`config.mk`:
```
export PLATFORM = sky130hd
export DESIGN_NAME = cascaded_timer_bank
export DESIGN_NICKNAME = d
export VERILOG_FILES = /design/src/design/ctb_pkg.sv /design/src/design/ctb_front.sv /design/src/design/ctb_queue.sv /design/src/design/ctb_back.sv /design/src/design/cascaded_timer_bank.sv
export SDC_FILE = /design/constraint.sdc
export NUM_CORES = 1
export LEC_CHECK = 0
export BUFFER_PORTS_ARGS = -buffer_cell sky130_fd_sc_hd__buf_4
export CAP_MARGIN = 20
export CORE_ASPECT_RATIO = 1.75
export CORE_UTILIZATION = 30
export DETAILED_ROUTE_END_ITERATION = 8
export GPL_ROUTABILITY_DRIVEN = 0
export MAX_ROUTING_LAYER = met4
export PLACE_DENSITY = 0.54
export SYNTH_ARGS = -nofsm -noshare
export SYNTH_HDL_FRONTEND = slang
export SYNTH_HIERARCHICAL = 1
export SYNTH_SLANG_ARGS = --single-unit
```
`constraint.sdc`:
```
create_clock -name i_clk -period 12 [get_ports i_clk]
set_input_delay 0.6 -clock i_clk [delete_from_list [all_inputs] [get_ports i_clk]]
set_output_delay 0.6 -clock i_clk [all_outputs]
set_load 0.02 [all_outputs]
```
`src/design/ctb_pkg.sv`:
```
// Shared constants, control register type and prescaler table for the timer bank.
`default_nettype none

package ctb_pkg;

    // Defaults of the top-level parameters.
    localparam int NUM_TIMERS_DEF  = 4;
    localparam int COUNT_BITS_DEF  = 16;
    localparam int QUEUE_DEPTH_DEF = 2;

    // Fixed field widths of the stream and configuration ports.
    localparam int ELAPSED_W   = 10;
    localparam int RESIDUE_W   = 10;
    localparam int TICKS_W     = 11;
    localparam int OUT_COUNTS  = 4;
    localparam int OUT_COUNT_W = 16;
    localparam int IRQ_W       = 4;
    localparam int S_TDATA_W   = 16;
    localparam int M_TDATA_W   = 72;
    localparam int CFG_IDX_W   = 3;
    localparam int CFG_DATA_W  = 16;
    localparam int CTL_W       = 5;

    // Register map: reload values first, then control words.
    localparam int REG_SLOTS         = 4;
    localparam int CFG_RELOAD_BASE   = 0;
    localparam int CFG_CONTROL_BASE  = 4;

    // Control word, bit 4 down to bit 0.
    typedef struct packed {
        logic       enable;
        logic       irq_en;
        logic       cascade;
        logic [1:0] psel;
    } t_ctl;

    // Prescaler select to right-shift amount: divide by 1, 64, 256 or 1024.
    function automatic logic [3:0] f_prescale_shift(input logic [1:0] sel);
        logic [3:0] sh;
        unique case (sel)
            2'd0:    sh = 4'd0;
            2'd1:    sh = 4'd6;
            2'd2:    sh = 4'd8;
            default: sh = 4'd10;
        endcase
        return sh;
    endfunction

endpackage

`default_nettype wire

```
`src/design/ctb_front.sv`:
```
// Front end: accepts elapsed-cycle requests and marks which timers count cycles.
`default_nettype none

module ctb_front #(
    parameter int NUM_TIMERS = ctb_pkg::NUM_TIMERS_DEF
) (
    input  wire logic                          i_clk,
    input  wire logic                          i_rst_n,
    input  wire logic                          i_s_tvalid,
    output logic                               o_s_tready,
    input  wire logic [ctb_pkg::ELAPSED_W-1:0] i_elapsed,
    input  wire ctb_pkg::t_ctl                 i_ctl [NUM_TIMERS],
    output logic                               o_q_valid,
    input  wire logic                          i_q_ready,
    // Queue entry: elapsed cycles in the low bits, source-timer mask above.
    output logic [ctb_pkg::ELAPSED_W+NUM_TIMERS-1:0] o_q_data
);

    localparam int ENTRY_W = ctb_pkg::ELAPSED_W + NUM_TIMERS;

    logic               r_valid;
    logic [ENTRY_W-1:0] r_entry;
    logic [NUM_TIMERS-1:0] w_src;

    // A timer counts cycles when enabled and not chained; timer 0 never chains.
    always_comb begin
        for (int i = 0; i < NUM_TIMERS; i++) begin
            w_src[i] = i_ctl[i].enable && ((i == 0) || !i_ctl[i].cascade);
        end
    end

    assign o_s_tready = !r_valid || i_q_ready;
    assign o_q_valid  = r_valid;
    assign o_q_data   = r_entry;

    // Holding stage in front of the queue.
    always_ff @(posedge i_clk) begin
        if (!i_rst_n) begin
            r_valid <= 1'b0;
        end else if (o_s_tready) begin
            r_valid <= i_s_tvalid;
        end
        if (i_s_tvalid && o_s_tready) begin
            r_entry <= {w_src, i_elapsed};
        end
    end

endmodule

`default_nettype wire

```
`src/design/ctb_queue.sv`:
```
// Small first-in first-out queue between the front end and the sequencer.
`default_nettype none

module ctb_queue #(
    parameter int WIDTH = 14,
    parameter int DEPTH = ctb_pkg::QUEUE_DEPTH_DEF
) (
    input  wire logic             i_clk,
    input  wire logic             i_rst_n,
    input  wire logic             i_push_valid,
    output logic                  o_push_ready,
    input  wire logic [WIDTH-1:0] i_push_data,
    output logic                  o_pop_valid,
    input  wire logic             i_pop_ready,
    output logic [WIDTH-1:0]      o_pop_data
);

    localparam int PW = (DEPTH > 1) ? $clog2(DEPTH) : 1;
    localparam int CW = $clog2(DEPTH + 1);

    logic [WIDTH-1:0] r_mem [DEPTH];
    logic [PW-1:0]    r_wr_ptr;
    logic [PW-1:0]    r_rd_ptr;
    logic [CW-1:0]    r_count;
    logic             w_push;
    logic             w_pop;

    assign o_push_ready = (r_count != CW'(DEPTH));
    assign o_pop_valid  = (r_count != '0);
    assign o_pop_data   = r_mem[r_rd_ptr];
    assign w_push       = i_push_valid && o_push_ready;
    assign w_pop        = o_pop_valid && i_pop_ready;

    // Pointers and fill count.
    always_ff @(posedge i_clk) begin
        if (!i_rst_n) begin
            r_wr_ptr <= '0;
            r_rd_ptr <= '0;
            r_count  <= '0;
        end else begin
            if (w_push) begin
                r_wr_ptr <= (r_wr_ptr == PW'(DEPTH - 1)) ? '0 : r_wr_ptr + 1'b1;
            end
            if (w_pop) begin
                r_rd_ptr <= (r_rd_ptr == PW'(DEPTH - 1)) ? '0 : r_rd_ptr + 1'b1;
            end
            if (w_push && !w_pop) begin
                r_count <= r_count + 1'b1;
            end else if (w_pop && !w_push) begin
                r_count <= r_count - 1'b1;
            end
        end
    end

    // Storage.
    always_ff @(posedge i_clk) begin
        if (w_push) begin
            r_mem[r_wr_ptr] <= i_push_data;
        end
    end

endmodule

`default_nettype wire

```
`src/design/ctb_back.sv`:
```
// Sequencer: advances each timer in turn, one overflow per cycle, with cascade ripple.
`default_nettype none

module ctb_back #(
    parameter int NUM_TIMERS = ctb_pkg::NUM_TIMERS_DEF,
    parameter int COUNT_BITS = ctb_pkg::COUNT_BITS_DEF
) (
    input  wire logic                              i_clk,
    input  wire logic                              i_rst_n,
    input  wire logic                              i_q_valid,
    output logic                                   o_q_ready,
    // Queue entry: elapsed cycles in the low bits, source-timer mask above.
    input  wire logic [ctb_pkg::ELAPSED_W+NUM_TIMERS-1:0] i_q_data,
    input  wire ctb_pkg::t_ctl                     i_ctl    [NUM_TIMERS],
    input  wire logic [COUNT_BITS-1:0]             i_reload [NUM_TIMERS],
    output logic                                   o_m_tvalid,
    input  wire logic                              i_m_tready,
    output logic [ctb_pkg::M_TDATA_W-1:0]          o_m_tdata
);

    localparam int TW = $clog2(NUM_TIMERS);
    localparam int VW = COUNT_BITS + ctb_pkg::TICKS_W;
    localparam int EW = ctb_pkg::ELAPSED_W;
    localparam int RW = ctb_pkg::RESIDUE_W;
    localparam int KW = ctb_pkg::TICKS_W;
    localparam int OW = ctb_pkg::OUT_COUNT_W;
    localparam logic [VW-1:0] WRAP = VW'(1) << COUNT_BITS;

    typedef enum logic [1:0] {
        S_IDLE,
        S_STEP,
        S_OVF,
        S_DONE
    } t_state;

    t_state                  r_state;
    logic [TW-1:0]           r_t;
    logic [EW-1:0]           r_cycles;
    logic [NUM_TIMERS-1:0]   r_src;
    logic [NUM_TIMERS-1:0]   r_irq;
    logic [VW-1:0]           r_val;
    logic [COUNT_BITS-1:0]   r_cnt [NUM_TIMERS];
    logic [RW-1:0]           r_res [NUM_TIMERS];
    logic                    r_m_valid;
    logic [ctb_pkg::M_TDATA_W-1:0] r_m_data;

    ctb_pkg::t_ctl           w_ctl;
    logic [3:0]              w_sh;
    logic [KW-1:0]           w_sum;
    logic [KW-1:0]           w_ticks;
    logic [KW-1:0]           w_mask;
    logic [RW-1:0]           w_res;
    logic [VW-1:0]           w_val;
    logic                    w_val_ovf;
    logic [VW-1:0]           w_wrap;
    logic                    w_wrap_ovf;
    logic                    w_last;
    logic                    w_carry;
    logic [COUNT_BITS-1:0]   n_rip_cnt [NUM_TIMERS];
    logic [NUM_TIMERS-1:0]   n_rip_irq;
    logic [ctb_pkg::M_TDATA_W-1:0] w_out;

    // Prescaler step for the current timer: whole ticks and the new residue.
    always_comb begin
        w_ctl     = i_ctl[r_t];
        w_sh      = ctb_pkg::f_prescale_shift(w_ctl.psel);
        w_sum     = KW'(r_res[r_t]) + KW'(r_cycles);
        w_ticks   = w_sum >> w_sh;
        w_mask    = (KW'(1) << w_sh) - 1'b1;
        w_res     = RW'(w_sum & w_mask);
        w_val     = VW'(r_cnt[r_t]) + VW'(w_ticks);
        w_val_ovf = (w_val[VW-1:COUNT_BITS] != '0);
        w_wrap    = r_val - WRAP + VW'(i_reload[r_t]);
        w_wrap_ovf = (w_wrap[VW-1:COUNT_BITS] != '0);
        w_last    = (r_t == TW'(NUM_TIMERS - 1));
    end

    // One overflow of the current timer: ripple into the chained timers after it,
    // its own irq bit, and its final count once reload plus excess fits.
    always_comb begin
        n_rip_cnt = r_cnt;
        n_rip_irq = '0;
        w_carry   = 1'b1;
        for (int j = 0; j < NUM_TIMERS; j++) begin
            if (j > int'(r_t)) begin
                if (w_carry && i_ctl[j].enable && i_ctl[j].cascade) begin
                    if (&r_cnt[j]) begin
                        n_rip_cnt[j] = i_reload[j];
                        n_rip_irq[j] = i_ctl[j].irq_en;
                    end else begin
                        n_rip_cnt[j] = r_cnt[j] + 1'b1;
                        w_carry      = 1'b0;
                    end
                end else begin
                    w_carry = 1'b0;
                end
            end
        end
        if (w_ctl.irq_en) begin
            n_rip_irq[r_t] = 1'b1;
        end
        if (!w_wrap_ovf) begin
            n_rip_cnt[r_t] = w_wrap[COUNT_BITS-1:0];
        end
    end

    // Result packing; timers that do not exist report zero.
    for (genvar k = 0; k < ctb_pkg::OUT_COUNTS; k++) begin : g_out
        if (k < NUM_TIMERS) begin : g_live
            assign w_out[k*OW +: OW] = OW'(r_cnt[k]);
            assign w_out[ctb_pkg::OUT_COUNTS*OW + k] = r_irq[k];
        end else begin : g_none
            assign w_out[k*OW +: OW] = '0;
            assign w_out[ctb_pkg::OUT_COUNTS*OW + k] = 1'b0;
        end
    end
    assign w_out[ctb_pkg::M_TDATA_W-1:ctb_pkg::OUT_COUNTS*OW+ctb_pkg::IRQ_W] = '0;

    assign o_q_ready  = (r_state == S_IDLE);
    assign o_m_tvalid = r_m_valid;
    assign o_m_tdata  = r_m_data;

    // Sequencer, timer state and output register.
    always_ff @(posedge i_clk) begin
        if (!i_rst_n) begin
            r_state   <= S_IDLE;
            r_m_valid <= 1'b0;
            for (int i = 0; i < NUM_TIMERS; i++) begin
                r_cnt[i] <= '0;
                r_res[i] <= '0;
            end
        end else begin
            // A taken result empties the output register unless a new one loads it.
            if (r_m_valid && i_m_tready && (r_state != S_DONE)) begin
                r_m_valid <= 1'b0;
            end
            unique case (r_state)
                S_IDLE: begin
                    if (i_q_valid) begin
                        r_cycles <= i_q_data[EW-1:0];
                        r_src    <= i_q_data[EW +: NUM_TIMERS];
                        r_irq    <= '0;
                        r_t      <= '0;
                        r_state  <= S_STEP;
                    end
                end
                S_STEP: begin
                    if (r_src[r_t] && w_val_ovf) begin
                        r_res[r_t] <= w_res;
                        r_val      <= w_val;
                        r_state    <= S_OVF;
                    end else begin
                        if (r_src[r_t]) begin
                            r_res[r_t] <= w_res;
                            r_cnt[r_t] <= w_val[COUNT_BITS-1:0];
                        end
                        if (w_last) begin
                            r_state <= S_DONE;
                        end else begin
                            r_t <= r_t + 1'b1;
                        end
                    end
                end
                S_OVF: begin
                    // One overflow: reload plus excess, irq, and one ripple.
                    r_cnt <= n_rip_cnt;
                    r_irq <= r_irq | n_rip_irq;
                    if (w_wrap_ovf) begin
                        r_val <= w_wrap;
                    end else begin
                        if (w_last) begin
                            r_state <= S_DONE;
                        end else begin
                            r_t     <= r_t + 1'b1;
                            r_state <= S_STEP;
                        end
                    end
                end
                S_DONE: begin
                    if (!r_m_valid || i_m_tready) begin
                        r_m_valid <= 1'b1;
                        r_m_data  <= w_out;
                        r_state   <= S_IDLE;
                    end
                end
                default: begin
                    r_state <= S_IDLE;
                end
            endcase
        end
    end

endmodule

`default_nettype wire

```
`src/design/cascaded_timer_bank.sv`:
```
// A request passes the front-end holding register and the queue into the sequencer, which
// steps through every timer plus one overflow step for every counter overflow of a
// cycle-counting timer (its cascade ripple included). The single sequencer takes one
// request at a time; a small queue lets new requests be taken while a result waits.
// Reset (synchronous, active low) clears all counters, residues, reload and control
// registers, the queue and the output register.
`default_nettype none

module cascaded_timer_bank #(
    parameter int NUM_TIMERS  = ctb_pkg::NUM_TIMERS_DEF,
    parameter int COUNT_BITS  = ctb_pkg::COUNT_BITS_DEF,
    parameter int QUEUE_DEPTH = ctb_pkg::QUEUE_DEPTH_DEF
) (
    input  wire logic                           i_clk,
    input  wire logic                           i_rst_n,
    // Input stream.
    input  wire logic                           i_s_tvalid,
    output logic                                o_s_tready,
    // tdata: [9:0] elapsed_cycles, [15:10] zero.
    input  wire logic [ctb_pkg::S_TDATA_W-1:0]  i_s_tdata,
    // Result stream.
    output logic                                o_m_tvalid,
    input  wire logic                           i_m_tready,
    // tdata: [15:0] count_zero, [31:16] count_one, [47:32] count_two,
    // [63:48] count_three, [67:64] irq_raised, [71:68] zero.
    output logic [ctb_pkg::M_TDATA_W-1:0]       o_m_tdata,
    // Configuration write channel.
    input  wire logic                           i_cfg_valid,
    output logic                                o_cfg_ready,
    input  wire logic [ctb_pkg::CFG_IDX_W-1:0]  i_cfg_index,
    input  wire logic [ctb_pkg::CFG_DATA_W-1:0] i_cfg_data
);

    localparam int ENTRY_W = ctb_pkg::ELAPSED_W + NUM_TIMERS;

    logic [COUNT_BITS-1:0] r_reload [NUM_TIMERS];
    ctb_pkg::t_ctl         r_ctl    [NUM_TIMERS];

    logic               w_fq_valid;
    logic               w_fq_ready;
    logic [ENTRY_W-1:0] w_fq_data;
    logic               w_qb_valid;
    logic               w_qb_ready;
    logic [ENTRY_W-1:0] w_qb_data;

    assign o_cfg_ready = 1'b1;

    // Register file; writes to timers that do not exist are dropped.
    always_ff @(posedge i_clk) begin
        if (!i_rst_n) begin
            for (int i = 0; i < NUM_TIMERS; i++) begin
                r_reload[i] <= '0;
                r_ctl[i]    <= '0;
            end
        end else if (i_cfg_valid) begin
            for (int i = 0; i < NUM_TIMERS; i++) begin
                if (i < ctb_pkg::REG_SLOTS) begin
                    if (i_cfg_index ==
                        ctb_pkg::CFG_IDX_W'(ctb_pkg::CFG_RELOAD_BASE + i)) begin
                        r_reload[i] <= COUNT_BITS'(i_cfg_data);
                    end
                    if (i_cfg_index ==
                        ctb_pkg::CFG_IDX_W'(ctb_pkg::CFG_CONTROL_BASE + i)) begin
                        r_ctl[i] <= ctb_pkg::t_ctl'(i_cfg_data[ctb_pkg::CTL_W-1:0]);
                    end
                end
            end
        end
    end

    ctb_front #(
        .NUM_TIMERS (NUM_TIMERS)
    ) u_front (
        .i_clk      (i_clk),
        .i_rst_n    (i_rst_n),
        .i_s_tvalid (i_s_tvalid),
        .o_s_tready (o_s_tready),
        .i_elapsed  (i_s_tdata[ctb_pkg::ELAPSED_W-1:0]),
        .i_ctl      (r_ctl),
        .o_q_valid  (w_fq_valid),
        .i_q_ready  (w_fq_ready),
        .o_q_data   (w_fq_data)
    );

    ctb_queue #(
        .WIDTH (ENTRY_W),
        .DEPTH (QUEUE_DEPTH)
    ) u_queue (
        .i_clk        (i_clk),
        .i_rst_n      (i_rst_n),
        .i_push_valid (w_fq_valid),
        .o_push_ready (w_fq_ready),
        .i_push_data  (w_fq_data),
        .o_pop_valid  (w_qb_valid),
        .i_pop_ready  (w_qb_ready),
        .o_pop_data   (w_qb_data)
    );

    ctb_back #(
        .NUM_TIMERS (NUM_TIMERS),
        .COUNT_BITS (COUNT_BITS)
    ) u_back (
        .i_clk      (i_clk),
        .i_rst_n    (i_rst_n),
        .i_q_valid  (w_qb_valid),
        .o_q_ready  (w_qb_ready),
        .i_q_data   (w_qb_data),
        .i_ctl      (r_ctl),
        .i_reload   (r_reload),
        .o_m_tvalid (o_m_tvalid),
        .i_m_tready (i_m_tready),
        .o_m_tdata  (o_m_tdata)
    );

endmodule

`default_nettype wire

```
==> impl_metrics.yaml <==
outcome:
  status: "finished, final reports clean"
die:
  ios: 115
  die_height_um: 332
  die_w_um: 190
  core_um2: 61300
  initial_core_util: 0.304
  row_count: 120
  die_area_um2: 63200
timing:
  fin_skew_ns: 0.0336
  finalHoldViolations: 0
  setup_viol: 0
  final.setup.worst_slack_ns: 4.12
  period_minus_slack_ns: 7.88
  finalSetupTns_ns: 0
  tightest_slew_ns: 1.15
  max_slew_margin: 0.233
  rsz0062_at_grt: "false"
  slew_violations: 0
  fmax_mhz: 127
  finalCritPeriodShare: 0.656
critical_path:
  path_delay_family: "compound AO/OA/AOI/OAI gates"
  slowest_stage: "nor2_1"
  critPathKind: "reg -> reg"
  crit_top_cell: "a21oi_1"
  critPathArrivalTime_ns: 8.33
  crit_buf_inv: 1
  required_ns: 12.46
  path_cells: "mux4_2, ha_1, fa_1, a21oi_1, nor2_1, nor2_1, o21bai_1, a21oi_1, o21bai_1, a21oi_1, o21ai_0, mux4_2, ha_1, inv_1, fa_1, nor2b_1, o31a_1, o221ai_1, a21oi_1, and3_1, o21a_1, nor2_1, nand2_1, o31ai_1"
  critPathMaxStageDelay_ns: 0.84
  cp-start-kind: "flop"
  crit_fanout: 13
  critPathCaptureType: "flop"
power_and_ir_drop:
  power.total_uw: 4370
  peakVddDrop_mv: 0.132
  leakage_uw: 0.00796
  powerDensity_nw_per_um2: 206
grt:
  grt_pass1_wl_um: 94400
  grt_pass1_vias: 15000
  groute.usage.overall: 0.207
  grt_max_degree: 91
  grt_overflow: 0
  grt_antenna_before_repair: 0
placement:
  dp_slack_ns: 4.24
  dp_hpwl_um: 48000
  io_buffers: 103
clock_network:
  clkSinkCount: 355
  cts_tree: "yes"
  hold_buffers: 0
  clk_pin_slew_ns: 0.07
  root_buffer: "clkbuf_16"
  clkLatencyLatePin_ns: 0.57
  clockBufferDepth: 3
  postCtsSetupBuffers: 0
  htree_num_levels: 2
  cts_made_buffers: 34
  ctsResizeCount: 0
yosys:
  syn_area_um2: 18600
  postSynthAreaPerCell_um2: 10.4
  synth_cells: 1795
  synth_warnings: 6
finish:
  nNetsFinal: 1936
  n_antenna_cell: 0
  area_delta_synth_final_pct: 14.2
  post_route_cells_drive_above_1_share: 0.153
detailed_routing:
  drt_wl_total_um: 64100
  route.detailed.drc: 0
  routed_via_density: 5.59
  postRouteAntennaNets: 0
  dr_total_vias: 14900
  wl_per_cell_um: 24.0
  drtIter0Drc: 1308
  drt_pass1_iterations: 8
job:
  cap_violations: 0
worst_hold_path:
  hp-class: "in -> reg"
power breakdown:
group	switching, uW	total, uW	leakage [uW]	internal (uW)
Clock	500	1140	0.000542	638
Combinational	1020	1600	0.00424	577
Sequential	183	1640	0.00318	1460
Total	1700	4370	0.00796	2670
worst reg2reg max path, stage by stage (launching register included):
cell and delay, ns:
dfxtp_1 0.80, mux4_2 0.59, ha_1 0.22, fa_1 0.41, a21oi_1 0.18, nor2_1 0.06
nor2_1 0.17, o21bai_1 0.09, a21oi_1 0.23, o21bai_1 0.09, a21oi_1 0.27, o21ai_0 0.17
mux4_2 0.51, ha_1 0.24, inv_1 0.07, fa_1 0.21, nor2b_1 0.07, o31a_1 0.29
o221ai_1 0.55, a21oi_1 0.18, and3_1 0.40, o21a_1 0.30, nor2_1 0.84, nand2_1 0.48
o31ai_1 0.35
routing by layer:
layer  global-route usage  routed length [um]  vias to the layer above
li1                     -                   -                     6797
met1                0.206               22100                     7220
met2                0.368               33600                      655
met3               0.0288                3550                      243
met4                0.140                4770                        0
met5                    -                   0                        -
final cells by class:
| class | count | area [um2] |
|---|---|---|
| Clock buffer | 40 | 873 |
| Tap cell | 793 | 992 |
| Inverter | 39 | 146 |
| Sequential cell | 355 | 9080 |
| Fill cell | 6162 | 40000 |
| Timing Repair Buffer | 131 | 992 |
| Clock inverter | 22 | 267 |
| Multi-Input combinational cell | 1287 | 8930 |
cell usage in the layout, fill, tap and decap left out, drive strengths merged, types with 20 or more instances in the layout:
cell	count
a21oi	115
a31oi	28
and3	20
buf	131
clkbuf	40
dfxtp	158
edfxtp	197
ha	45
inv	42
mux2	20
mux2i	101
mux4	46
nand2	224
nand3	49
nor2	146
nor3	29
o21ai	107
xnor2	33
flip-flops by register name, indices dropped and copies added (netlist names), 14 cells and up, named ones only:
signal	flops
u_back/o_m_tdata	68
r_reload	64
u_back/r_cnt	64
u_back/r_res	40
u_queue/r_mem	28
u_back/r_val	27
r_ctl	19
u_front/o_q_data	14
final timing paths:
path / start / endpoint / slack [ns] / depth (start not counted)
hold reg to reg: r_ctl[19] / u_front/o_q_data[10] / 0.43 / 0
hold / removal: i_s_tdata[0] / u_front/o_q_data[0] / 0.22 / 1
setup reg to reg: flop / u_back/r_cnt[46] / 4.12 / 24
setup / recovery: flop / u_back/r_cnt[46] / 4.12 / 24
stage by stage:
stage	utilization	cell area, um2	hold slack [ns]	cells
finish	0.347	21300	0.216	2667
CTS	0.347	21300	0.199	2666
floorplan	-	18700	0.406	1798
global placement	0.328	20100	0.421	2600
global route	0.347	21300	0.205	2667
detailed placement	0.329	20100	0.432	2604
(Power assumes the default switching activity.)
